<file path="config.mk">
export PLATFORM = sky130hd
export DESIGN_NAME = jsu_queue
export DESIGN_NICKNAME = d
export VERILOG_FILES = /design/src/hdl/jsu_pkg.sv /design/src/hdl/jsu_queue.sv
export SDC_FILE = /design/constraint.sdc
export NUM_CORES = 1
export LEC_CHECK = 0
export ABC_AREA = 1
export BUFFER_PORTS_ARGS = -buffer_cell sky130_fd_sc_hd__buf_2
export CAP_MARGIN = 25
export CORE_ASPECT_RATIO = 2
export CORE_MARGIN = 1.5
export CORE_UTILIZATION = 52
export CTS_CLUSTER_SIZE = 30
export DETAILED_ROUTE_END_ITERATION = 10
export GPL_TIMING_DRIVEN = 0
export HOLD_SLACK_MARGIN = 0.08
export PLACE_DENSITY = 0.79
export SYNTH_ARGS = -nofsm -noshare
export SYNTH_HDL_FRONTEND = slang
export SYNTH_SLANG_ARGS = --single-unit
export TNS_END_PERCENT = 5
</file>
<file path="constraint.sdc">
create_clock -name clk_i -period 7.1 [get_ports clk_i]
set_clock_uncertainty 0.1 [all_clocks]
set_input_delay 1.42 -clock clk_i [delete_from_list [all_inputs] [get_ports clk_i]]
set_output_delay 1.42 -clock clk_i [all_outputs]
set_load 0.03 [all_outputs]
</file>
<file path="src/hdl/jsu_pkg.sv">
// Shared types and constants of the JSON string unescaper.
`default_nettype none

package jsu_pkg;

  localparam int unsigned CountBitsDefault = 16;
  localparam logic [15:0] CapReset = 16'd256;

  // byte slots of one job: 3 pending-surrogate, 4 code point, 3 replay, 1 literal
  localparam int unsigned JobSlots   = 11;
  localparam int unsigned SlotIdxW   = $clog2(JobSlots);
  localparam int unsigned QueueDepth = 2;

  typedef struct packed {
    logic [7:0] in_byte;
  } in_item_t;

  typedef struct packed {
    logic [7:0]  out_byte;
    logic        byte_valid;
    logic        last;
    logic        finished;
    logic        success;
    logic [15:0] out_length;
  } out_item_t;

  typedef struct packed {
    logic [15:0] out_capacity;
  } cfg_item_t;

  // Work for the back part, one per accepted beat.
  typedef struct packed {
    logic [JobSlots-1:0][7:0] bytes;
    logic [JobSlots-1:0]      mask;
    logic                     fin;
    logic                     ok;
    logic                     clr;
  } job_t;

endpackage

`default_nettype wire

</file>
<file path="src/hdl/jsu_queue.sv">
// Short job queue between parser front and emitter back.
`default_nettype none

module jsu_queue import jsu_pkg::*; (
  input  wire logic clk_i,
  input  wire logic rst_ni,
  input  wire job_t push_data_i,
  input  wire logic push_valid_i,
  output logic      push_ready_o,
  output job_t      pop_data_o,
  output logic      pop_valid_o,
  input  wire logic pop_ready_i
);

  localparam int unsigned PtrW = (QueueDepth > 1) ? $clog2(QueueDepth) : 1;
  localparam int unsigned CntW = $clog2(QueueDepth + 1);

  job_t            ent_q [QueueDepth];
  logic [PtrW-1:0] wr_q, wr_d;
  logic [PtrW-1:0] rd_q, rd_d;
  logic [CntW-1:0] cnt_q, cnt_d;
  logic            push;
  logic            pop;

  assign push_ready_o = cnt_q != CntW'(QueueDepth);
  assign pop_valid_o  = cnt_q != '0;
  assign pop_data_o   = ent_q[rd_q];
  assign push         = push_valid_i && push_ready_o;
  assign pop          = pop_valid_o && pop_ready_i;

  always_comb begin
    wr_d  = wr_q;
    rd_d  = rd_q;
    cnt_d = cnt_q;
    if (push) wr_d = (wr_q == PtrW'(QueueDepth - 1)) ? '0 : wr_q + PtrW'(1);
    if (pop)  rd_d = (rd_q == PtrW'(QueueDepth - 1)) ? '0 : rd_q + PtrW'(1);
    if (push && !pop) cnt_d = cnt_q + CntW'(1);
    if (pop && !push) cnt_d = cnt_q - CntW'(1);
  end

  always_ff @(posedge clk_i or negedge rst_ni) begin
    if (!rst_ni) begin
      wr_q  <= '0;
      rd_q  <= '0;
      cnt_q <= '0;
    end else begin
      wr_q  <= wr_d;
      rd_q  <= rd_d;
      cnt_q <= cnt_d;
    end
  end

  always_ff @(posedge clk_i) begin
    if (push) ent_q[wr_q] <= push_data_i;
  end

`ifndef SYNTHESIS
  a_cnt_bound: assert property (@(posedge clk_i) disable iff (!rst_ni)
    cnt_q <= CntW'(QueueDepth))
    else $error("queue count out of range");

  a_cnt_up: assert property (@(posedge clk_i) disable iff (!rst_ni)
    push && !pop |=> cnt_q == $past(cnt_q) + CntW'(1))
    else $error("queue count missed a push");

  a_cnt_down: assert property (@(posedge clk_i) disable iff (!rst_ni)
    pop && !push |=> cnt_q == $past(cnt_q) - CntW'(1))
    else $error("queue count missed a pop");
`endif

endmodule

`default_nettype wire

</file>
* Word-level counts from Yosys, hierarchy flattened
Memory sizes are Yosys's and may differ from the RTL's.
Index checks and enable logic that the tools add are counted.
** Word-level totals
- Register bits :: 4
- RAM bits :: 204
- Output and inout port bits :: 104
- Word-level logic and storage cells :: 23
- Memories kept :: 1
** Cells by class
- $add $sub $neg :: 4
- Equal/unequal tests :: 1
- Mux-type cells :: 6
- Reduce and logical (&&, ||, !) cells :: 8
** Memories
- ent_q :: depth 2, width 102, rd ports 1, clocked after memory_dff 0, wr ports 1, line jsu_queue.sv:18 : job_t ent_q [QueueDepth];
** Operators by type and width (number)
- $logic_and 1x1->1 :: 4
- $mux 1 :: 4
- $mux 2 :: 2
- $reduce_bool 2->1 :: 2
- $add 1x1->1 const B :: 2
- $add 2x1->2 const B :: 1
- $logic_not 1->1 :: 2
- $ne 2x2->1 const B :: 1
- $sub 2x1->2 const B :: 1

* Depth between registers and ports, before layout
Gate-level depths: netlist (run 1).
- Word-level depth :: 6
- Gate-level depth with buffers :: 10
- Depth with buffers taken out :: 10

* Worst setup path before layout (run 1)
No wires, ideal clock.
- Kind :: input to register
- Start :: input port push_valid_i
- End :: memory ent_q[0][0] (netlist bit), enable pin
- Setup time :: 0.564 ns
- Arrival time :: 5.778 ns
- Required time :: 6.436 ns
- Slack :: 0.657 ns
- Stages on the path :: 2
- Buffers on the path :: 0
- Cells stage by stage :: nand2_1 -> nor2_1
** On the way
- Word-level cells in the longest chain between the ends :: 3
** RTL lines
- start: declaration :: line jsu_queue.sv:8 : input wire logic push_valid_i,
- $logic_and 1x1->1 :: line jsu_queue.sv:28 : assign push = push_valid_i && push_ready_o;
- $mux 1 :: line jsu_queue.sv:54 : if (push) ent_q[wr_q] <= push_data_i;
- $mux 1 (not written as such) :: line jsu_queue.sv:54
- end: declaration :: line jsu_queue.sv:18
No other way between the ends.

==> results.md, run 1 <==
- The maximum level of the CTS H-tree is 1.
- nand2_1 is the most common cell in the netlist.
- The clock drives ~210 sinks.
- The net switching power figure is about 1.8 mW.
- The share of total power dissipated in sequential elements is 0.393.
- The portion of synthesized area spent on multiplexers is 0.
- The initial antenna violation count is 7.
- The slowest stage of the critical path is the dfrtp_1 cell.
- The portion of synthesized cell area occupied by the leading cell type is 0.7977.
- At the worst endpoint, the required time is 5.58 ns.
- Dividing the detail-routed via count by the number of cells gives 4.880.
- The static leakage power is 4.196 nW.
- Of the total synthesized cell area, the portion taken by full adders, half adders and majority gates is 0.001629.
- The sequential area share after synthesis is 0.8107.
- In this run the worst hold path is classified as reg -> reg.
- Input and output buffers added on the ports amount to 209.
- The post-layout minimum cycle time is approximately 3.2 ns.
- Of the total power, combinational logic draws 0.422.
- The xor/xnor cell area share of the yosys netlist is 0.001140.
- The first global-routing pass estimated 23930 um of wire.
- The worst slack on hold paths is ~0.43 ns.
- The final RePlAce weighted congestion is between 0.7 and 0.8.
- Dividing the detail-routed wire length by the instance count gives between 15 and 20 um.
- The count of final hold-check violations is 0.
- The area of the die is 15550 um^2.
- The final worst-path cycle share is 0.4569.
- The tool flagged a number of max-cap violations equal to 0.
- The later pin in the worst-skew pair is clocked with a latency of around 0.46 ns.
- The worst voltage drop across the vdd grid is 372.6 uV.
- After clock tree synthesis, the clock-pin slew on the worst setup and hold paths is 0.07 ns.
- The worst setup path is launched from a register.
- The part of the power in the clock network is 0.185.
- Counting flops with a built-in enable in the synthesized netlist gives 204.
- Walking the worst path, the cells encountered are buf_2, inv_2, buf_6, buf_6, nand2_1, nand2_1, buf_2.
- When the netlist entered floorplanning its net count stood at 670.
- Entering global routing, the biggest net connects 35 pins.
- The number of violations reported at the end of detailed-routing iteration 0 is 167.
- The power density normalized to cell area is around 460 nW/um^2.
- The first TritonRoute pass finished after 4 iterations.
- The die span in y is 174.9 um.
- By area the synthesized netlist is led by edfxtp_1, nand2_1, dfrtp_1.
- The total CTS buffers is 17.
- For this run, the post-layout net count is 905.
- The die boundary width is roughly 89 um.
- The data arrival time at the worst-slack endpoint is 1.72 ns.
- The clock tree buffer depth is 3.
- The category of the critical setup timing path is reg -> out.
- By area, the combinational part of the netlist is dominated by simple AND/OR/NAND/NOR gates.
- The kind of end point of the critical path is an output port.
- In this run the remaining antenna-violating nets after routing total 0.
- The run finished with clean final reports.
- The largest area contributor in the synthesized netlist is edfxtp_1.
- Measured on the finished design, the core utilization comes to 0.6682.
- The core footprint is 14430 um^2.
- The most used flip-flop cell after synthesis is edfxtp_1.
- Of the total power, the share spent switching nets is 0.4062.
- In this run the register-to-register setup slack is 4.94 ns.
- By count the netlist is led by nand2_1, edfxtp_1, buf_4, buf_6, buf_2.
- Once the clock tree was built, the setup fixing pass inserted 0 buffers.
- After synthesis the netlist holds a flip-flop and latch count of around 210.
- Detailed placement finished with a half-perimeter wire length of between 10000 and 15000 um.
- The complex-gate fraction of the synthesized area is 0.0006517.
- The kind of cell adding the most delay to the critical path is buffers and inverters.
- The initial cell density of the core is 0.5323.
- The longest individual stage delay on the worst path is approximately 0.35 ns.
- Yosys mapped the design onto 15 distinct sky130hd cell types.
- The fmax is 0.3082 GHz.
- Cell internal power was estimated by the tool at 2.630 mW.
- The final max-slew violation count is 0.
- Dividing the synthesized area by the synthesized cell count gives roughly 14 um^2.
- The largest driver fanout on the critical path is 10.
- The area fraction in and, or, nand and nor cells after synthesis is 0.1584.
- In the global route stage, overall resource usage came out at 0.2051.
- Together, buffers and inverters on the worst path number 5.
- The number of placed I/O pins is between 200 and 250.
- The number of global-route vias before repair is slightly above 5000.
- For this run, the number of Yosys warnings is 0.
- Setup violations remaining at the end of the flow were counted as 0.
- The CTS tree is yes.
- Measured against its own limit, the worst slew margin works out to 0.5705.
- The count of placed standard cells including taps is 971.
- The layout cell share with drive strength beyond 1 is 0.3271.
- After the flow finishes, the layout carries non-filler instances totaling 1007.
- Counting flops with an async set or reset pin after synthesis yields a share of 0.01923.
- Summed over all layers, the global routing overflow is 0.
- After clock tree synthesis, the repair step resized 0 gates.
- The total routed wirelength is ~16000 um.
- The detailed router placed 4914 vias in this run.
- The post-synthesis to final-layout area growth is 25.55%.
- Clock tree synthesis selected as its root buffer the cell clkbuf_16.
- At the pin with the least slew margin, the transition time is 0.6427 ns.
- The total standard cell area after synthesis is 7680 um^2.
- Buffers inserted to repair hold after CTS numbered 0.
- Setup repair after global routing left no endpoint under its margin.
- The count of standard-cell rows is 62.
- After technology mapping, the gate count stands at ~560.
- After detailed routing, the number of remaining DRC violations is 0.
## routing by layer
metal | vias to the layer above | share of wire | global-route usage
met1 | 2316 | 0.33 | 0.1940
li1 | 2371 | - | -
met2 | 179 | 0.57 | 0.3873
met4 | 0 | 0.044 | 0.1026
met3 | 48 | 0.063 | 0.05149
met5 | - | 0 | 0
## placed cells by master (no fill, tap or decap), drive strengths merged
master    n
ha        1
a21oi     1
dfrtp     4
nor2      3
buf     239
xnor2     1
diode     8
nand2   316
edfxtp  204
nand4     1
nand3     2
inv       7
clkinv    7
clkbuf   21
## registers in the layout, summed over array words and instances, names as in the netlist
name	flops
cnt_q	2
rd_q	1
wr_q	1
ent_q	204
## power by group through the flow
stage | sequential, mW | combinational (mW) | clock, mW
final | 1.74 | 1.87 | 0.822
after global routing | 1.76 | 2.02 | 0.882
after CTS | 1.74 | 1.89 | 0.841
after detailed placement | 1.77 | 1.88 | 0
after global placement | 1.81 | 1.76 | 0
after floorplan | 1.78 | 1.26 | 0
## path summary, 6_finish.rpt
kind | endpoint | from | cells after the start
max | pop_data_o[47] | rd_q | 7
min | cnt_q[0] | cnt_q[0] | 1
max reg2reg | ent_q[0][89] | cnt_q[0] | 6
min reg2reg | cnt_q[0] | cnt_q[0] | 1
max in group asynchronous | cnt_q[1] | rst_ni | 1
min in group asynchronous | wr_q | rst_ni | 1
## cell families (layout without fill, tap and decap cells)
kind of cell | count (synthesis) | in the layout
simple gates | 322 | 322
flops | 208 | 208
buf+inv | 30 | 274
fa+ha+maj | 1 | 1
compound gates | 1 | 1
xor+xnor | 1 | 1
other cells | 0 | 8
## per-stage QoR
stage	setup TNS [ns]	total power, mW	setup slack (ns)	cell area [um^2]
4_1_cts	0	4.473	3.825	9622
2_1_floorplan	0	3.039	0.6575	7680
3_5_place_dp	0	3.651	4.009	9149
3_3_place_gp	-144.87	3.571	-1.425	8966
5_1_grt	0	4.663	3.731	9629
6_report	0	4.429	3.856	9642
## area by class of cell
type / instances / area [um^2]
fill: 1054 / 4787
multi-input combinational: 325 / 1255
buffer: 23 / 185.2
clock inverter: 7 / 32.53
inverter: 7 / 26.28
antenna: 8 / 20.02
clock buffer: 21 / 440.4
timing repair buffer: 216 / 1216
tap: 192 / 240.2
sequential: 208 / 6226
Note: power is estimated with default switching activity, not from simulation.
==> run 2: changes to the inputs <==
- clock period: 7.1 -> 2.99 ns (I/O delays scaled with it)
==> run 2 against run 1 <==
Effect of this change: clock power rose to 2.6 times the previous value; sequential share of layout area fell by 0.13 points; via count fell by 1.0%; worst hold slack got worse by 0.21 ns; register-to-register slack got worse by 4.1 ns; final cell count fell by 0.40%; clock-buffer cell count did not move; wire length fell by 1.3%; combinational power rose by 130%; setup slack got worse by 3.3 ns; die area did not move; largest power group unchanged.
==> results.md, run 2 (same netlist as run 1, synthesis figures left out) <==
- The final max-slew violation count is 0.
- The number of global-route vias before repair is 5084.
- After detailed routing, the number of remaining DRC violations is 0.
- The worst hold path begins at push_data_i[33].
- The cell at the root of the clock tree is clkbuf_16.
- The number of gates resized after CTS is 0.
- The category of the critical setup timing path is reg -> out.
- The die span in y is roughly 170 um.
- The final RePlAce weighted congestion is about 0.74.
- The largest registers in the layout are ent_q x204, cnt_q x2.
- The setup fix buffers added after clock tree synthesis is 0.
- The fmax is roughly 0.41 GHz.
- The worst hold path terminates at ent_q[0][33].
- The tightest min-delay check is of the in -> reg type.
- The wire-length estimate of the detail-placed layout is 11220 um.
- The run finished with clean final reports.
- Port buffering added 209 buffers.
- The clock insertion delay at the later pin of the skew report is 0.46 ns.
- The initial cell density of the core is 0.5323.
- The first global-routing pass estimated ~24000 um of wire.
- In the routed layout, each cell is associated on average with a via count of 4.850.
- The depth of the worst hold-timing path is 1.
- The detail route stage leaves a number of antenna-violating nets equal to 0.
- VDD sags by at most 795.9 uV.
- The clock tree buffer depth is 3.
- The library cell used most frequently in the layout, excluding fill and tap cells, is nand2_1.
- In the global route stage, overall resource usage came out at 0.2021.
- The net total in the final layout is 905.
- The CTS tree is yes.
- The global route total overflow is 0.
- The detailed-route via count is 4865.
- In this run the critical register-to-register path is launched from cnt_q[0].
- The flip-flop count of the largest register, all copies and words added is about 200.
- The total setup violations reported at the end of the flow is 0.
- The number of placed I/O pins is 210.
- The data arrival time at the worst-slack endpoint is 1.76 ns.
- The routed design could run at a clock period as short as 2.453 ns.
- STA classifies the critical path startpoint as a register.
- Relative to the synthesized area, the layout overhead comes to 25.79%.
- At the pin with the least slew margin, the transition time is 0.8102 ns.
- Row generation in the floorplan step produced 62 rows.
- STA puts the critical path data required time at 2.29 ns.
- The kind of end point of the critical path is an output port.
- The final worst-path cycle share is 0.8204.
- The register ranked first by flip-flop count is ent_q.
- The max-slew headroom at the worst pin is 0.4586.
- The clock sink count is 208.
- For this block, the routed nets add up to 15730 um of wire.
- The power density normalized to cell area is 1105 nW/um^2.
- The clock-pin slew on the worst setup and hold paths is 0.07 ns.
- The minimum setup slack among reg-to-reg paths is about 0.82 ns.
- The top cell types in the final layout, fill and taps aside, are nand2_1, buf_2, edfxtp_1.
- After routing the design area is roughly 9700 um^2.
- Entering global routing, the biggest net connects 33 pins.
- The number of violations reported at the end of detailed-routing iteration 0 is 189.
- For this design the static power due to leakage is 4.199 nW.
- The number of iterations in the first detailed-routing pass is 4.
- The die covers 15550 um^2.
- Of the cells placed in the final design, the portion with a size suffix greater than 1 is 0.3267.
- The destination of the worst register-to-register timing path is ent_q[1][55].
- The total negative setup slack is 0 ns.
- The number of clock buffers added by TritonCTS is 17.
- The worst register-to-register path has a depth of 5.
- The core footprint is approximately 14000 um^2.
- The count of final hold-check violations came to 0.
- Setup repair after global routing left no endpoint under its margin.
- The initial antenna violation count is 4.
- In the final routed layout, each cell accounts on average for 15.68 um.
- The number of maximum-capacitance violations is 0.
- The area after detailed placement is about 9000 um^2.
- The die boundary width is between 80 and 90 um.
- In this run the number of H-tree levels came out at 1.
- The largest driver fanout on the critical path is 10.
==> run 2: routing by layer <==
metal  wire length, um  up-vias  share of wire  global-route usage
li1                  -     2365              -                   -
met1              5255     2278           0.33              0.1948
met2              8798      175           0.56              0.3823
met3               954       45          0.061             0.04346
met4               708        2          0.045              0.1026
met5                10        -        0.00064                   0
==> run 2: cell type report <==
type / instances / area [um^2]
Sequential cell: 208 / 6226
Fill cell: 1060 / 4768
Multi-Input combinational cell: 325 / 1255
Timing Repair Buffer: 216 / 1184
Clock buffer: 21 / 440.4
Tap cell: 192 / 240.2
Buffer: 23 / 185.2
Clock inverter: 8 / 96.34
Inverter: 7 / 26.28
Antenna cell: 3 / 7.507
==> run 2: per-stage QoR <==
step	setup WS (ns)	power [mW]	hold WS, ns	instances	utilization
floorplan	-1.084	7.192	0.2024	563	-
global placement	-2.209	8.446	0.3031	964	0.6216
detailed placement	0.7316	8.617	0.3074	970	0.6311
CTS	0.5063	10.79	0.1941	1000	0.6690
global route	0.4507	11.24	0.2023	1002	0.6694
finish	0.5370	10.67	0.2188	1003	0.6695
==> run 2: worst max path at each step <==
| stage | startpoint | endpoint | slack (ns) |
|---|---|---|---|
| final | rd_q | pop_data_o[68] | 0.54 |
| after detailed placement | push_valid_i | ent_q[1][54] | 0.73 |
| after global placement | push_valid_i | ent_q[1][53] | -2.21 |
| after floorplan | cnt_q[0] | ent_q[1][0] | -1.08 |
| after CTS | rd_q | pop_data_o[68] | 0.51 |
| after global routing | rd_q | pop_data_o[68] | 0.45 |
==> run 2: critical path: stages, from the launching register on <==
cell and delay (ns):
dfrtp_1 0.36, buf_2 0.15, inv_2 0.08, buf_6 0.19
buf_6 0.16, nand2_1 0.06, nand2_1 0.09, buf_2 0.20
==> run 2: power breakdown <==
part           internal [mW]  switching [mW]  leakage, nW
Combinational           1.20            3.19         2.00
Sequential              3.97           0.161         1.95
Clock                   1.23           0.925        0.254
Total                   6.39            4.28         4.20
==> run 2: repair_timing <==
item | in CTS | in global routing
endpoints found under the hold margin | 4 | 0
hold buffers | 1 | 0
endpoints found under the setup margin | 0 | 0
