===== src/hdl/jsu_pkg.sv =====
// Shared types and constants of the JSON string unescaper.
`default_nettype none

package jsu_pkg;

  localparam int unsigned CountBitsDefault = 16;
  localparam logic [15:0] CapReset = 16'd256;

  // byte slots of one job: 3 pending-surrogate, 4 code point, 3 replay, 1 literal
  localparam int unsigned JobSlots   = 11;
  localparam int unsigned SlotIdxW   = $clog2(JobSlots);
  localparam int unsigned QueueDepth = 2;

  typedef struct packed {
    logic [7:0] in_byte;
  } in_item_t;

  typedef struct packed {
    logic [7:0]  out_byte;
    logic        byte_valid;
    logic        last;
    logic        finished;
    logic        success;
    logic [15:0] out_length;
  } out_item_t;

  typedef struct packed {
    logic [15:0] out_capacity;
  } cfg_item_t;

  // Work for the back part, one per accepted beat.
  typedef struct packed {
    logic [JobSlots-1:0][7:0] bytes;
    logic [JobSlots-1:0]      mask;
    logic                     fin;
    logic                     ok;
    logic                     clr;
  } job_t;

endpackage

`default_nettype wire


===== src/hdl/jsu_chan_if.sv =====
// Valid/ready channel interface carrying one payload beat.
`default_nettype none

interface jsu_chan_if #(
  parameter type T = logic [7:0]
) ();
  logic valid;
  logic ready;
  T     data;

  modport source (output valid, output data, input ready);
  modport sink   (input valid, input data, output ready);
endinterface

`default_nettype wire


===== src/hdl/jsu_back.sv =====
// Emitter back: walks a job's bytes, applies the capacity limit, drives results.
`default_nettype none

module jsu_back import jsu_pkg::*; #(
  parameter int unsigned COUNT_BITS = CountBitsDefault
) (
  input  wire logic        clk_i,
  input  wire logic        rst_ni,
  input  wire logic [15:0] cap_i,
  input  wire job_t        job_i,
  input  wire logic        job_valid_i,
  output logic             job_ready_o,
  jsu_chan_if.source       out_o
);

  localparam int unsigned CmpW = ((COUNT_BITS > 16) ? COUNT_BITS : 16) + 2;

  logic                     act_q, act_d;
  logic [JobSlots-1:0][7:0] bytes_q, bytes_d;
  logic [JobSlots-1:0]      rem_q, rem_d;
  logic                     fin_q, fin_d;
  logic                     ok_q, ok_d;
  logic                     any_q, any_d;
  logic [COUNT_BITS-1:0]    count_q, count_d;
  logic                     outv_q, outv_d;
  out_item_t                out_q, out_d;

  logic                adv;
  logic                keep_ok;
  logic                keep_ok_nx;
  logic [JobSlots-1:0] eff;
  logic [JobSlots-1:0] rem_clr;
  logic [SlotIdxW-1:0] idx;
  logic                emit;
  logic                done;
  logic                take;
  out_item_t           res;

  assign adv = !outv_q || out_o.ready;

  // keep while count+1 < capacity and the counter has room
  assign keep_ok = (count_q != {COUNT_BITS{1'b1}}) &&
                   (CmpW'(count_q) + CmpW'(1) < CmpW'(cap_i));
  assign keep_ok_nx = (COUNT_BITS'(count_q + COUNT_BITS'(1)) != {COUNT_BITS{1'b1}}) &&
                      (CmpW'(count_q) + CmpW'(2) < CmpW'(cap_i));

  assign eff = keep_ok ? rem_q : '0;

  always_comb begin
    idx = '0;
    for (int i = JobSlots - 1; i >= 0; i--) begin
      if (eff[i]) idx = SlotIdxW'(i);
    end
  end

  always_comb begin
    rem_clr      = rem_q;
    rem_clr[idx] = 1'b0;
  end

  always_comb begin
    act_d   = act_q;
    bytes_d = bytes_q;
    rem_d   = rem_q;
    fin_d   = fin_q;
    ok_d    = ok_q;
    any_d   = any_q;
    count_d = count_q;
    emit    = 1'b0;
    done    = 1'b0;
    res     = '0;

    if (act_q && adv) begin
      if (eff != '0) begin
        emit           = 1'b1;
        res.out_byte   = bytes_q[idx];
        res.byte_valid = 1'b1;
        count_d        = count_q + COUNT_BITS'(1);
        rem_d          = rem_clr;
        any_d          = 1'b1;
        // later bytes are dropped once the buffer is full
        done           = !fin_q && (rem_clr == '0 || !keep_ok_nx);
        res.last       = done;
      end else if (fin_q) begin
        emit           = 1'b1;
        res.finished   = 1'b1;
        res.success    = ok_q;
        res.out_length = 16'(count_q);
        res.last       = 1'b1;
        done           = 1'b1;
      end else begin
        done     = 1'b1;
        emit     = !any_q;
        res.last = 1'b1;
      end
    end

    take = job_valid_i && (!act_q || done);
    if (take) begin
      act_d   = 1'b1;
      bytes_d = job_i.bytes;
      rem_d   = job_i.mask;
      fin_d   = job_i.fin;
      ok_d    = job_i.ok;
      any_d   = 1'b0;
      if (job_i.clr) count_d = '0;
    end else if (done) begin
      act_d = 1'b0;
    end

    outv_d = adv ? emit : outv_q;
    out_d  = (adv && emit) ? res : out_q;
  end

  assign job_ready_o = !act_q || done;
  assign out_o.valid = outv_q;
  assign out_o.data  = out_q;

  always_ff @(posedge clk_i or negedge rst_ni) begin
    if (!rst_ni) begin
      act_q   <= 1'b0;
      rem_q   <= '0;
      fin_q   <= 1'b0;
      ok_q    <= 1'b0;
      any_q   <= 1'b0;
      count_q <= '0;
      outv_q  <= 1'b0;
    end else begin
      act_q   <= act_d;
      rem_q   <= rem_d;
      fin_q   <= fin_d;
      ok_q    <= ok_d;
      any_q   <= any_d;
      count_q <= count_d;
      outv_q  <= outv_d;
    end
  end

  always_ff @(posedge clk_i) begin
    bytes_q <= bytes_d;
    out_q   <= out_d;
  end

`ifndef SYNTHESIS
  a_fin_no_byte: assert property (@(posedge clk_i) disable iff (!rst_ni)
    outv_q |-> !(out_q.byte_valid && out_q.finished))
    else $error("finish beat carries a byte");

  a_fin_last: assert property (@(posedge clk_i) disable iff (!rst_ni)
    outv_q && out_q.finished |-> out_q.last)
    else $error("finish beat not marked last");

  a_count_step: assert property (@(posedge clk_i) disable iff (!rst_ni)
    count_q != $past(count_q) |->
      count_q == '0 || count_q == $past(count_q) + COUNT_BITS'(1))
    else $error("kept count jumped");
`endif

endmodule

`default_nettype wire


===== src/flat_wrapper.sv =====
// flat-port wrapper written by rule: the top's interface ports become plain ports
module jsu_back_flat import jsu_pkg::*;
#(
  parameter int unsigned COUNT_BITS = CountBitsDefault
)
  (clk_i, rst_ni, cap_i, job_i, job_valid_i, job_ready_o, out_o_valid, out_o_data, out_o_ready);
  jsu_chan_if out_o_i ();
  input  wire logic clk_i;
  input  wire logic rst_ni;
  input  wire logic [15:0] cap_i;
  input  wire job_t job_i;
  input  wire logic job_valid_i;
  output logic job_ready_o;
  output wire logic [$bits(out_o_i.valid)-1:0] out_o_valid;
  output wire logic [$bits(out_o_i.data)-1:0] out_o_data;
  input wire logic [$bits(out_o_i.ready)-1:0] out_o_ready;
  assign out_o_valid = out_o_i.valid;
  assign out_o_data = out_o_i.data;
  assign out_o_i.ready = out_o_ready;
  jsu_back #(.COUNT_BITS(COUNT_BITS)) u_core (.clk_i(clk_i), .rst_ni(rst_ni), .cap_i(cap_i), .job_i(job_i), .job_valid_i(job_valid_i), .job_ready_o(job_ready_o), .out_o(out_o_i));
endmodule

===== config.mk =====
export PLATFORM = sky130hd
export DESIGN_NAME = jsu_back_flat
export DESIGN_NICKNAME = d
export VERILOG_FILES = /design/src/hdl/jsu_pkg.sv /design/src/hdl/jsu_chan_if.sv /design/src/hdl/jsu_back.sv /design/src/flat_wrapper.sv
export SDC_FILE = /design/constraint.sdc
export NUM_CORES = 1
export LEC_CHECK = 0
export BUFFER_PORTS_ARGS = -buffer_cell sky130_fd_sc_hd__buf_2
export CAP_MARGIN = 5
export CORE_AREA = 2 2 107 109
export CTS_CLUSTER_SIZE = 25
export DETAILED_ROUTE_END_ITERATION = 8
export DIE_AREA = 0 0 109 111
export GPL_TIMING_DRIVEN = 0
export SLEW_MARGIN = 20
export SYNTH_ARGS = -nofsm -noshare
export SYNTH_HDL_FRONTEND = slang
export SYNTH_SLANG_ARGS = --single-unit
export TNS_END_PERCENT = 20

===== constraint.sdc =====
create_clock -name clk_i -period 4.3 [get_ports clk_i]
set_input_delay 0.645 -clock clk_i [delete_from_list [all_inputs] [get_ports clk_i]]
set_output_delay 0.645 -clock clk_i [all_outputs]
set_load 0.02 [all_outputs]

# After elaboration in Yosys (flattened, before gate mapping)
# Cells that the tools add are included.
word_totals:
  ff_bits: 39
  output_inout_bits: 10
  elab_cells: 73
classes:
  add_sub_neg: 3
  n_lt_le_gt_ge: 4
  n_eq_ne: 2
  n_mux: 31
  bitwise: 4
  reduce_logical: 22
ops:
  columns: ["cell", "n"]
  rows:
  - ["$mux 16", 4]
  - ["$mux 11", 4]
  - ["$mux 4", 11]
  - ["$lt 18x16->1", 2]
  - ["$ne 16x16->1 const B", 2]
  - ["$add 16x1->17 const B", 1]
  - ["$add 16x2->17 const B", 1]
  - ["$add 16x1->16 const B", 1]
  - ["$and 11x11->11", 1]
  - ["$logic_not 11->1", 1]
  - ["$mux 1", 11]
  - ["$not 11->11", 1]
  - ["$reduce_bool 11->1", 1]
  - ["$logic_and 1x1->1", 7]
  - ["$reduce_bool 2->1", 3]
  - ["$logic_not 1->1", 5]
  - ["$lt 4x5->1 const B", 1]
  - ["$demux 1 s4", 1]
  - ["$ge 4x1->1 const B", 1]
  - ["$logic_or 1x1->1", 3]
  - ["$reduce_or 3->1", 1]
  - ["$not 1->1", 2]
  - ["$reduce_and 2->1", 1]

# Depth between registers and ports, before layout
# Gate-level depths: netlist of run 1.
logic_depth:
  depth_word: 30
  depth_mapped: 18
  depth_no_buf: 15

# Least setup slack after synthesis of run 1
# OpenSTA, ideal clock, no wires.
synth_timing:
  path_kind: "register to output"
  start: "reg u_core.count_q[2]"
  end: "out job_ready_o"
  arrival_ns: 3.622
  setup_slack_ns: 0.033
  stages_incl_launch_ff: 17
  cell_sequence: "dfrtp_1 -> ha_1 -> nand3_1 -> nor3_2 -> nand4_1 -> nor2_1 -> xor2_1 -> ha_1 -> a21oi_1 -> o21ai_0 -> a311oi_1 -> o21ai_4 -> o41ai_1 -> o211a_1 -> buf_2 -> nand3b_1 -> nand2_1"
synth_between:
  elab_chain_len: 27
  word_cells_on_any_way: 36
synth_lines:
  columns: ["item", "line_no", "rtl"]
  rows:
  - ["from (decl)", "jsu_back.sv:24", "logic [COUNT_BITS-1:0] count_q, count_d;"]
  - ["from (signal assigned)", "jsu_back.sv:134", "count_q <= count_d;"]
  - ["$add 16x1->17", "jsu_back.sv:43", "(CmpW'(count_q) + CmpW'(1) < CmpW'(cap_i));"]
  - ["$lt 18x16->1", "jsu_back.sv:43", null]
  - ["$logic_and 1x1->1", "jsu_back.sv:42", "assign keep_ok = (count_q != {COUNT_BITS{1'b1}}) &&"]
  - ["$mux 11", "jsu_back.sv:47", "assign eff = keep_ok ? rem_q : '0;"]
  - ["$mux 4 (11 in a row)", "jsu_back.sv:52", "if (eff[i]) idx = SlotIdxW'(i);"]
  - ["$lt 4x5->1 (implied by the code) / $ge 4x1->1 (equally long branches)", "jsu_back.sv:58", "rem_clr[idx] = 1'b0;"]
  - ["$logic_and 1x1->1 (implied by the code)", "jsu_back.sv:58", null]
  - ["$mux 1 (implied by the code)", "jsu_back.sv:58", null]
  - ["$demux 1 s4", null, null]
  - ["$not 11->11 (no line)", null, null]
  - ["$and 11x11->11 (no line)", null, null]
  - ["$logic_not 11->1", "jsu_back.sv:82", "done = !fin_q && (rem_clr == '0 || !keep_ok_nx);"]
  - ["$logic_or 1x1->1", "jsu_back.sv:82", null]
  - ["$logic_and 1x1->1", "jsu_back.sv:82", null]
  - ["$mux 1 (*)", null, null]
  - ["$mux 1 (*)", "jsu_back.sv:73", "if (act_q && adv) begin"]
  - ["$logic_or 1x1->1 (*)", "jsu_back.sv:115", "assign job_ready_o = !act_q || done;"]
  - ["to (decl)", "flat_wrapper.sv:13", "output logic job_ready_o;"]
# Every way passes the cells marked *; elsewhere a longest branch is shown, timed or not.

# Worst setup path in the final report of run 1
layout_timing:
  start: "reg u_core.count_q[1]"
  end: "out job_ready_o"
# Same word-level chain as after synthesis.

==> impl_summary.txt, run 1 <==
----------------------------------------------------
[CTS]
  Clock tree root buffer cell ... clkbuf_16
  Clock sink count ... 39
  CTS clk-pin slew, worst paths ... 70 ps
  Bufs on Longest Clock Path ... 2
  Number of levels in the clock H-tree ... 2
  Total of hold buffers inserted after clock tree synthesis ... 0
  Number of buffers created by CTS ... 5
  CTS tree ... built
  Clk Latency, worst-skew pair ... 280 ps

[Place]
  Number of buffer cells added on primary ports ... 41
  Half-perimeter wire length after detailed placement ... 7.63 mm
  RePlAce Congestion ... approximately 0.93

[Critical path]
  Worst Setup Path Type ... reg2out
  Launching element type of the critical path ... register
  Data arrival at the endpoint of the critical path ... 3850 ps
  Crit end category ... output pin
  Crit-path max FO ... 5
  Data required time at the worst endpoint ... between 3000 and 4000 ps

[GRT]
  Largest net degree at the start of global routing ... 32
  First-pass GRT wire length ... 17.4 mm
  Via count of the first global-routing pass ... 3,560
  Number of antenna violations at the first check in global routing ... 0
  Overflow left after global routing ... 0
  Overall track demand over capacity in global routing ... between 15 and 20%

[Final layout]
  Final standard cell utilization of the core ... 41.5%
  Number of diodes ... 0
  Area used by multi-input combinational logic ... 2540 sq um
  Net count reported at finish ... 654
  Most common cell after layout, fill and taps aside ... buf_2
  Count of filler cells inserted in the layout ... 1,109
  Most frequent cells in the layout ... buf_2 (44), nand2_1 (40), ha_1 (31)
  Share of layout cells above drive strength 1 ... around 28%
  Sequential standard cell area ... 1020 sq um
  Layout overhead on the synthesized area ... 23.4%

[Timing]
  Time the worst path needs with I/O delays and setup ... 4500 ps
  Worst Clk Skew ... 8.16 ps
  Final critical-path share of the clock period ... 105%
  Upper clock frequency limit ... 222 MHz
  Final count of negative-setup-slack endpoints ... 1
  Number of pins with negative max-slew slack in the final report ... 0
  Worst slew slack as a fraction of its limit ... 45.5%
  Actual slew at the worst max-slew pin ... 816 ps
  Setup TNS Final ... -200 ps
  RSZ-0062 raised after global routing ... true
  Hold Violations, Final ... 0
  Final setup margin ... -200 ps

[Yosys]
  Main synth FF type ... dfrtp_1
  Share of Yosys cell area claimed by the top area cell type ... about a fifth
  Library cell occupying the most area in the post-synthesis netlist ... dfrtp_1
  Gate count of the mapped netlist ... around 430
  Distinct cells, synth ... 63
  Synthesized netlist net count ... about 600
  Post-Syn Area per Cell ... 8.68 sq um
  Yosys warning count ... 0
  Biggest area contributors in the synthesized netlist ... dfrtp_1 (21%), ha_1 (11%), edfxtp_1 (6.5%)
  Proportion of register bits with asynchronous set or reset after synthesis ... 79.5%
  Share of the yosys chip area belonging to registers ... 27.3%
  Post-synthesis cell area ... 3720 sq um
  EDFF count, synth ... 8
  Flops & latches, synth ... 39

[Routing]
  Antenna viol nets, final ... 0
  Initial drt markers ... 173
  Post-DR vias/cell ... 5.40
  Number of optimization iterations in the first detailed-route pass ... 5
  Via Count ... 3,475
  Detailed-route DRC error count ... 0
  Routed length per instance ... 16.0 microns
  Routed WL ... 10.3 mm

[Floorplan]
  Die width ... 109 microns
  Floorplan die area ... 12,100 sq um
  I/O pin total ... 132
  Die outline height ... 111 microns
  Area of the core ... 11,100 sq um
  Standard-cell row count ... 39
  Initial cell density of the core ... 33.6%

[Worst hold path]
  Worst min-delay path category ... in2async

[Pwr]
  Power density cells ... between 500 and 600 nW/um^2
  Static Leakage ... 2.11 nW
  Worst-case vdd ir drop ... 0.000410 V

[Job]
  Number of max-cap violations ... 0

[Run status]
  Failing checks ... setup timing
  Outcome ... finished with violations

----------------------------------------------------
==> cell families after synthesis <==
kind of cell,share of synthesized area (%)
flip-flops,27.3
AO/OA/AOI/OAI,22.1
AND/OR/NAND/NOR,21.5
XOR/XNOR,9.88
multiplexers,0.269
buffers and inverters,7.80
adder cells (fa/ha/maj),11.1
==> power breakdown <==
part	switching, mW	internal (mW)	leakage (nW)
registers	0.121	0.512	0.481
clock network	0.164	0.217	0.0664
logic	0.859	0.581	1.56
==> final cells by class <==
cell class | count | area share (%)
Multi-Input combinational cell | 335 | 55.3
Clock buffer | 5 | 2.72
Buffer | 28 | 4.47
Clock inverter | 3 | 0.517
Timing Repair Buffer | 65 | 8.85
Sequential cell | 39 | 22.2
Inverter | 25 | 2.04
Tap cell | 143 | 3.89
==> registers in the layout (all words and copies together) (netlist names) <==
signal and flops:
u_core.count_q 16, u_core.rem_q 11, u_core.out_o.data 8, u_core.act_q 1
u_core.any_q 1, u_core.fin_q 1, u_core.out_o.valid 1
==> critical path: stages, from the launching register on <==
cell	delay, ps
dfrtp_2	440
ha_4	190
nand4_1	220
buf_4	230
xnor2_1	140
ha_1	300
and3_1	160
or3b_1	350
o221a_2	330
o21ai_4	260
buf_6	140
nor3_2	30
o311a_1	360
buf_6	120
nand3b_1	90
nand2_1	70
buf_6	130
==> cells in the mapped netlist (3+ instances only) <==
cell       n
or2_2      5
a21o_1     6
and2_1     9
ha_1      33
a211oi_1   7
xnor2_1   18
nor2_1    27
xor2_1    24
a31oi_1    4
and3_1     4
buf_6      5
buf_4      6
nand4_1   13
nand2b_1   5
nor3_1     9
nor2b_1    4
dfrtp_1   31
o21a_1     3
nand3_1   11
o221ai_1   6
buf_2      7
a211oi_2  10
edfxtp_1   8
nand2_1   41
o21ai_0   19
a21oi_1   18
clkbuf_1  10
inv_1     25
o22ai_1    3
o211ai_1  16
==> metal layers <==
metal	routed length, microns	share of wire [%]	up-vias	track usage (%)
met1	4610	45	1684	23.0
met2	5160	50	83	30.7
met4	130	1.3	0	3.93
li1	-	-	1695	-
met3	407	3.9	13	2.47
met5	0	0	-	0
==> metrics by stage <==
| step | area (sq um) | hold slack (ps) | cells | total power, mW | setup slack (ps) |
|---|---|---|---|---|---|
| finish | 4590 | 432 | 643 | 2.45 | -200 |
| global route | 4590 | 487 | 643 | 2.65 | -442 |
| CTS | 4530 | 462 | 641 | 2.44 | -195 |
| detailed placement | 4110 | 578 | 613 | 1.91 | -608 |
| global placement | 4110 | 575 | 613 | 1.89 | -622 |
| floorplan | 3720 | 349 | 429 | 1.55 | 32.7 |
==> path summary, 6_finish.rpt <==
check | slack (ps) | depth (start not counted) | from | endpoint
worst max-delay path | -200 | 16 | u_core.count_q[1]$_DFF_PN0_ | job_ready_o
min in group clk_i | 580 | 3 | u_core.any_q$_DFFE_PN0P_ | u_core.any_q$_DFFE_PN0P_
max in group asynchronous | 3340 | 1 | rst_ni | u_core.count_q[2]$_DFF_PN0_
worst min-delay path | 430 | 1 | rst_ni | u_core.count_q[6]$_DFF_PN0_
worst max register to register | 110 | 18 | u_core.count_q[1]$_DFF_PN0_ | u_core.count_q[11]$_DFF_PN0_
worst min register to register | 580 | 3 | u_core.any_q$_DFFE_PN0P_ | u_core.any_q$_DFFE_PN0P_
==> timing repair <==
item / 4_1_cts / 5_1_grt
buffers inserted: 21 / 3
gates resized for setup: 32 / 10
pin swaps: 19 / 16
endpoints found under the hold margin: 0 / 0
endpoints found under the setup margin: 46 / 17
No activity file was read; power rests on OpenSTA's default activity.
==> run 2, diff against run 1 <==
==> constraint.sdc (replaced) <==
create_clock -name clk_i -period 4.3 [get_ports clk_i]
set_input_delay 0.43 -clock clk_i [delete_from_list [all_inputs] [get_ports clk_i]]
set_output_delay 0.43 -clock clk_i [all_outputs]
set_load 0.02 [all_outputs]
==> run 2 against run 1 <==
Against the previous run:
- the run now ends clean
- flip-flop and latch count unchanged
- worst hold slack worse by 220 ps
- die area stayed put
- power is 0.10% higher
- clock power is essentially flat
- combinational power about the same
- sequential share of layout area hardly changed
- largest power group unchanged
- highest routed layer unchanged
==> impl_summary.txt, run 2 (synthesis results as in run 1) <==
----------------------------------------------------
[Run status]
  Outcome ... completed

[Timing]
  Final count of negative-setup-slack endpoints ... 0
  Number of pins with negative max-slew slack in the final report ... 0
  Actual slew at the worst max-slew pin ... between 700 and 800 ps
  Upper clock frequency limit ... 235 MHz
  Setup TNS Final ... 0 ps
  Worst Clk Skew ... 6.66 ps
  RSZ-0062 raised after global routing ... true
  Hold Violations, Final ... 0
  Final critical-path share of the clock period ... a little over nine tenths
  Final setup margin ... 43.3 ps
  Time the worst path needs with I/O delays and setup ... 4260 ps
  Post-Route Hold Slack ... 216 ps
  Worst slew slack as a fraction of its limit ... 46.9%

[Final layout]
  Most frequent cells in the layout ... buf_2 (44), nand2_1 (40), ha_1 (31)
  Count of placed standard cells in the final layout, fillers left out ... 642
  Largest register FFs ... 16
  Net count reported at finish ... roughly 650
  Final standard cell utilization of the core ... 41.5%
  Final std cell area, no fill ... 4590 sq um
  Share of layout cells above drive strength 1 ... between 20 and 30%
  Most common cell after layout, fill and taps aside ... buf_2
  Number of diodes ... 0
  Layout overhead on the synthesized area ... 23.4%
  Register with the most flip-flops ... u_core.count_q

[Place]
  Number of buffer cells added on primary ports ... around 40
  Worst setup slack after placement ... -393 ps
  # placed instances ... 613
  RePlAce Congestion ... 0.930
  Half-perimeter wire length after detailed placement ... 7.63 mm
  Placed inst area ... 4110 sq um

[Routing]
  Via Count ... 3,469
  Routed length per instance ... 16.1 microns
  Post-DR vias/cell ... 5.40
  Detailed-route DRC error count ... 0
  Number of optimization iterations in the first detailed-route pass ... 4
  Routed WL ... 10.3 mm
  Antenna viol nets, final ... 0
  Initial drt markers ... 174

[Critical path]
  Logic depth of the worst setup path including buffers ... 16
  Cell family contributing the most delay on the critical path ... simple AND/OR/NAND/NOR gates
  Data required time at the worst endpoint ... ~3900 ps
  Cell with the biggest individual delay on the critical path ... dfrtp_2
  Cells along the critical path ... ha_4 > nand4_1 > nor3_2 > xor2_1 > ha_1 > nand4_1 > or3b_1 > o221a_4 > o21ai_4 > buf_6 > nor3_1 > o311a_1 > buf_6 > nand3b_1 > nand2_1 > buf_6
  Cell with the most instances on the worst path ... buf_6
  Worst path bufs/invs ... 3
  Launching element type of the critical path ... register
  Peak per-stage delay on the critical path ... ~450 ps
  Crit-path max FO ... 5
  Data arrival at the endpoint of the critical path ... roughly 3800 ps
  Worst Setup Path Type ... reg2out
  Number of cell instances on the worst register-to-register path ... 18
  Crit end category ... output pin

[GRT]
  First-pass GRT wire length ... 17.4 mm
  Via count of the first global-routing pass ... 3,537
  Overflow left after global routing ... 0
  Overall track demand over capacity in global routing ... 17.7%
  Largest net degree at the start of global routing ... 32
  Number of antenna violations at the first check in global routing ... 0

[Job]
  Number of max-cap violations ... 0

[Pwr]
  Worst-case vdd ir drop ... 0.000399 V
  Static Leakage ... 2.10 nW
  Power share of the sequential group ... 25.8%
  Switching Fraction ... a little under half
  Net Switching ... 1.14 mW
  Int Pwr ... roughly 1.3 mW
  Fraction of power consumed by combinational cells ... 58.7%
  Total Power Consumption ... 2.46 mW
  Power density cells ... ~540 nW/um^2
  Clock group share of total power ... 15.5%

[CTS]
  Clk Latency, worst-skew pair ... 280 ps
  Clock tree root buffer cell ... clkbuf_16
  Clock sink count ... 39
  Number of buffers created by CTS ... 5
  Number of levels in the clock H-tree ... 2
  CTS clk-pin slew, worst paths ... 70 ps
  Bufs on Longest Clock Path ... 2
  CTS tree ... built

[Worst hold path]
  Worst min-delay path category ... in2async

[Floorplan]
  Die width ... 109 microns
  Floorplan die area ... 12,100 sq um
  I/O pin total ... 132
  Area of the core ... 11,100 sq um
  Die outline height ... around 110 microns
  Standard-cell row count ... 39
  Initial cell density of the core ... 33.6%

----------------------------------------------------
## run 2: power groups by stage
| stage | Clock [mW] | Combinational, mW | Sequential (mW) |
|---|---|---|---|
| final | 0.382 | 1.44 | 0.633 |
| after global routing | 0.404 | 1.61 | 0.650 |
| after CTS | 0.388 | 1.41 | 0.631 |
| after detailed placement | 0 | 1.27 | 0.635 |
| after global placement | 0 | 1.26 | 0.632 |
| after floorplan | 0 | 0.902 | 0.650 |
## run 2: worst register-to-register path: cells and delay by family (launching register included)
| family | cells | cell delay, ps |
|---|---|---|
| simple gates | 6 | 1200 |
| fa+ha+maj | 2 | 520 |
| compound gates | 4 | 1090 |
| buf+inv | 5 | 700 |
| flops | 1 | 450 |
| xor+xnor | 1 | 110 |
## run 2: worst paths after layout
path	start	end	slack (ps)
setup / recovery	u_core.count_q[1]$_DFF_PN0_	job_ready_o	40
hold / removal	rst_ni	u_core.count_q[6]$_DFF_PN0_	220
setup reg to reg	u_core.count_q[1]$_DFF_PN0_	u_core.count_q[10]$_DFF_PN0_	170
hold reg to reg	u_core.any_q$_DFFE_PN0P_	u_core.any_q$_DFFE_PN0P_	580
max in group asynchronous	rst_ni	u_core.count_q[2]$_DFF_PN0_	3560
min in group clk_i	job_i[3]	u_core.rem_q[0]$_DFFE_PN0P_	410
## run 2: repair_timing
| item | 4_1_cts | 5_1_grt |
|---|---|---|
| setup buffers | 21 | 2 |
| hold buffers | 0 | 0 |
| endpoints found under the setup margin | 46 | 24 |
| pin swaps | 17 | 18 |
| gates resized for setup | 29 | 13 |
## run 2: layer usage
| layer | vias up | share of wire, % | GRT usage, % | routed length, microns |
|---|---|---|---|---|
| li1 | 1696 | - | - | - |
| met2 | 106 | 50 | 30.4 | 5110 |
| met1 | 1649 | 44 | 23.0 | 4500 |
| met5 | - | 0 | 0 | 0 |
| met4 | 0 | 1.8 | 4.10 | 181 |
| met3 | 18 | 5.1 | 2.53 | 524 |
## run 2: layout make-up
type | count | area, sq um
Fill cell | 1108 | 6480
Multi-Input combinational cell | 335 | 2550
Sequential cell | 39 | 1020
Timing Repair Buffer | 64 | 395
Buffer | 28 | 205
Tap cell | 143 | 179
Clock buffer | 5 | 125
Inverter | 25 | 93.8
Clock inverter | 3 | 23.8
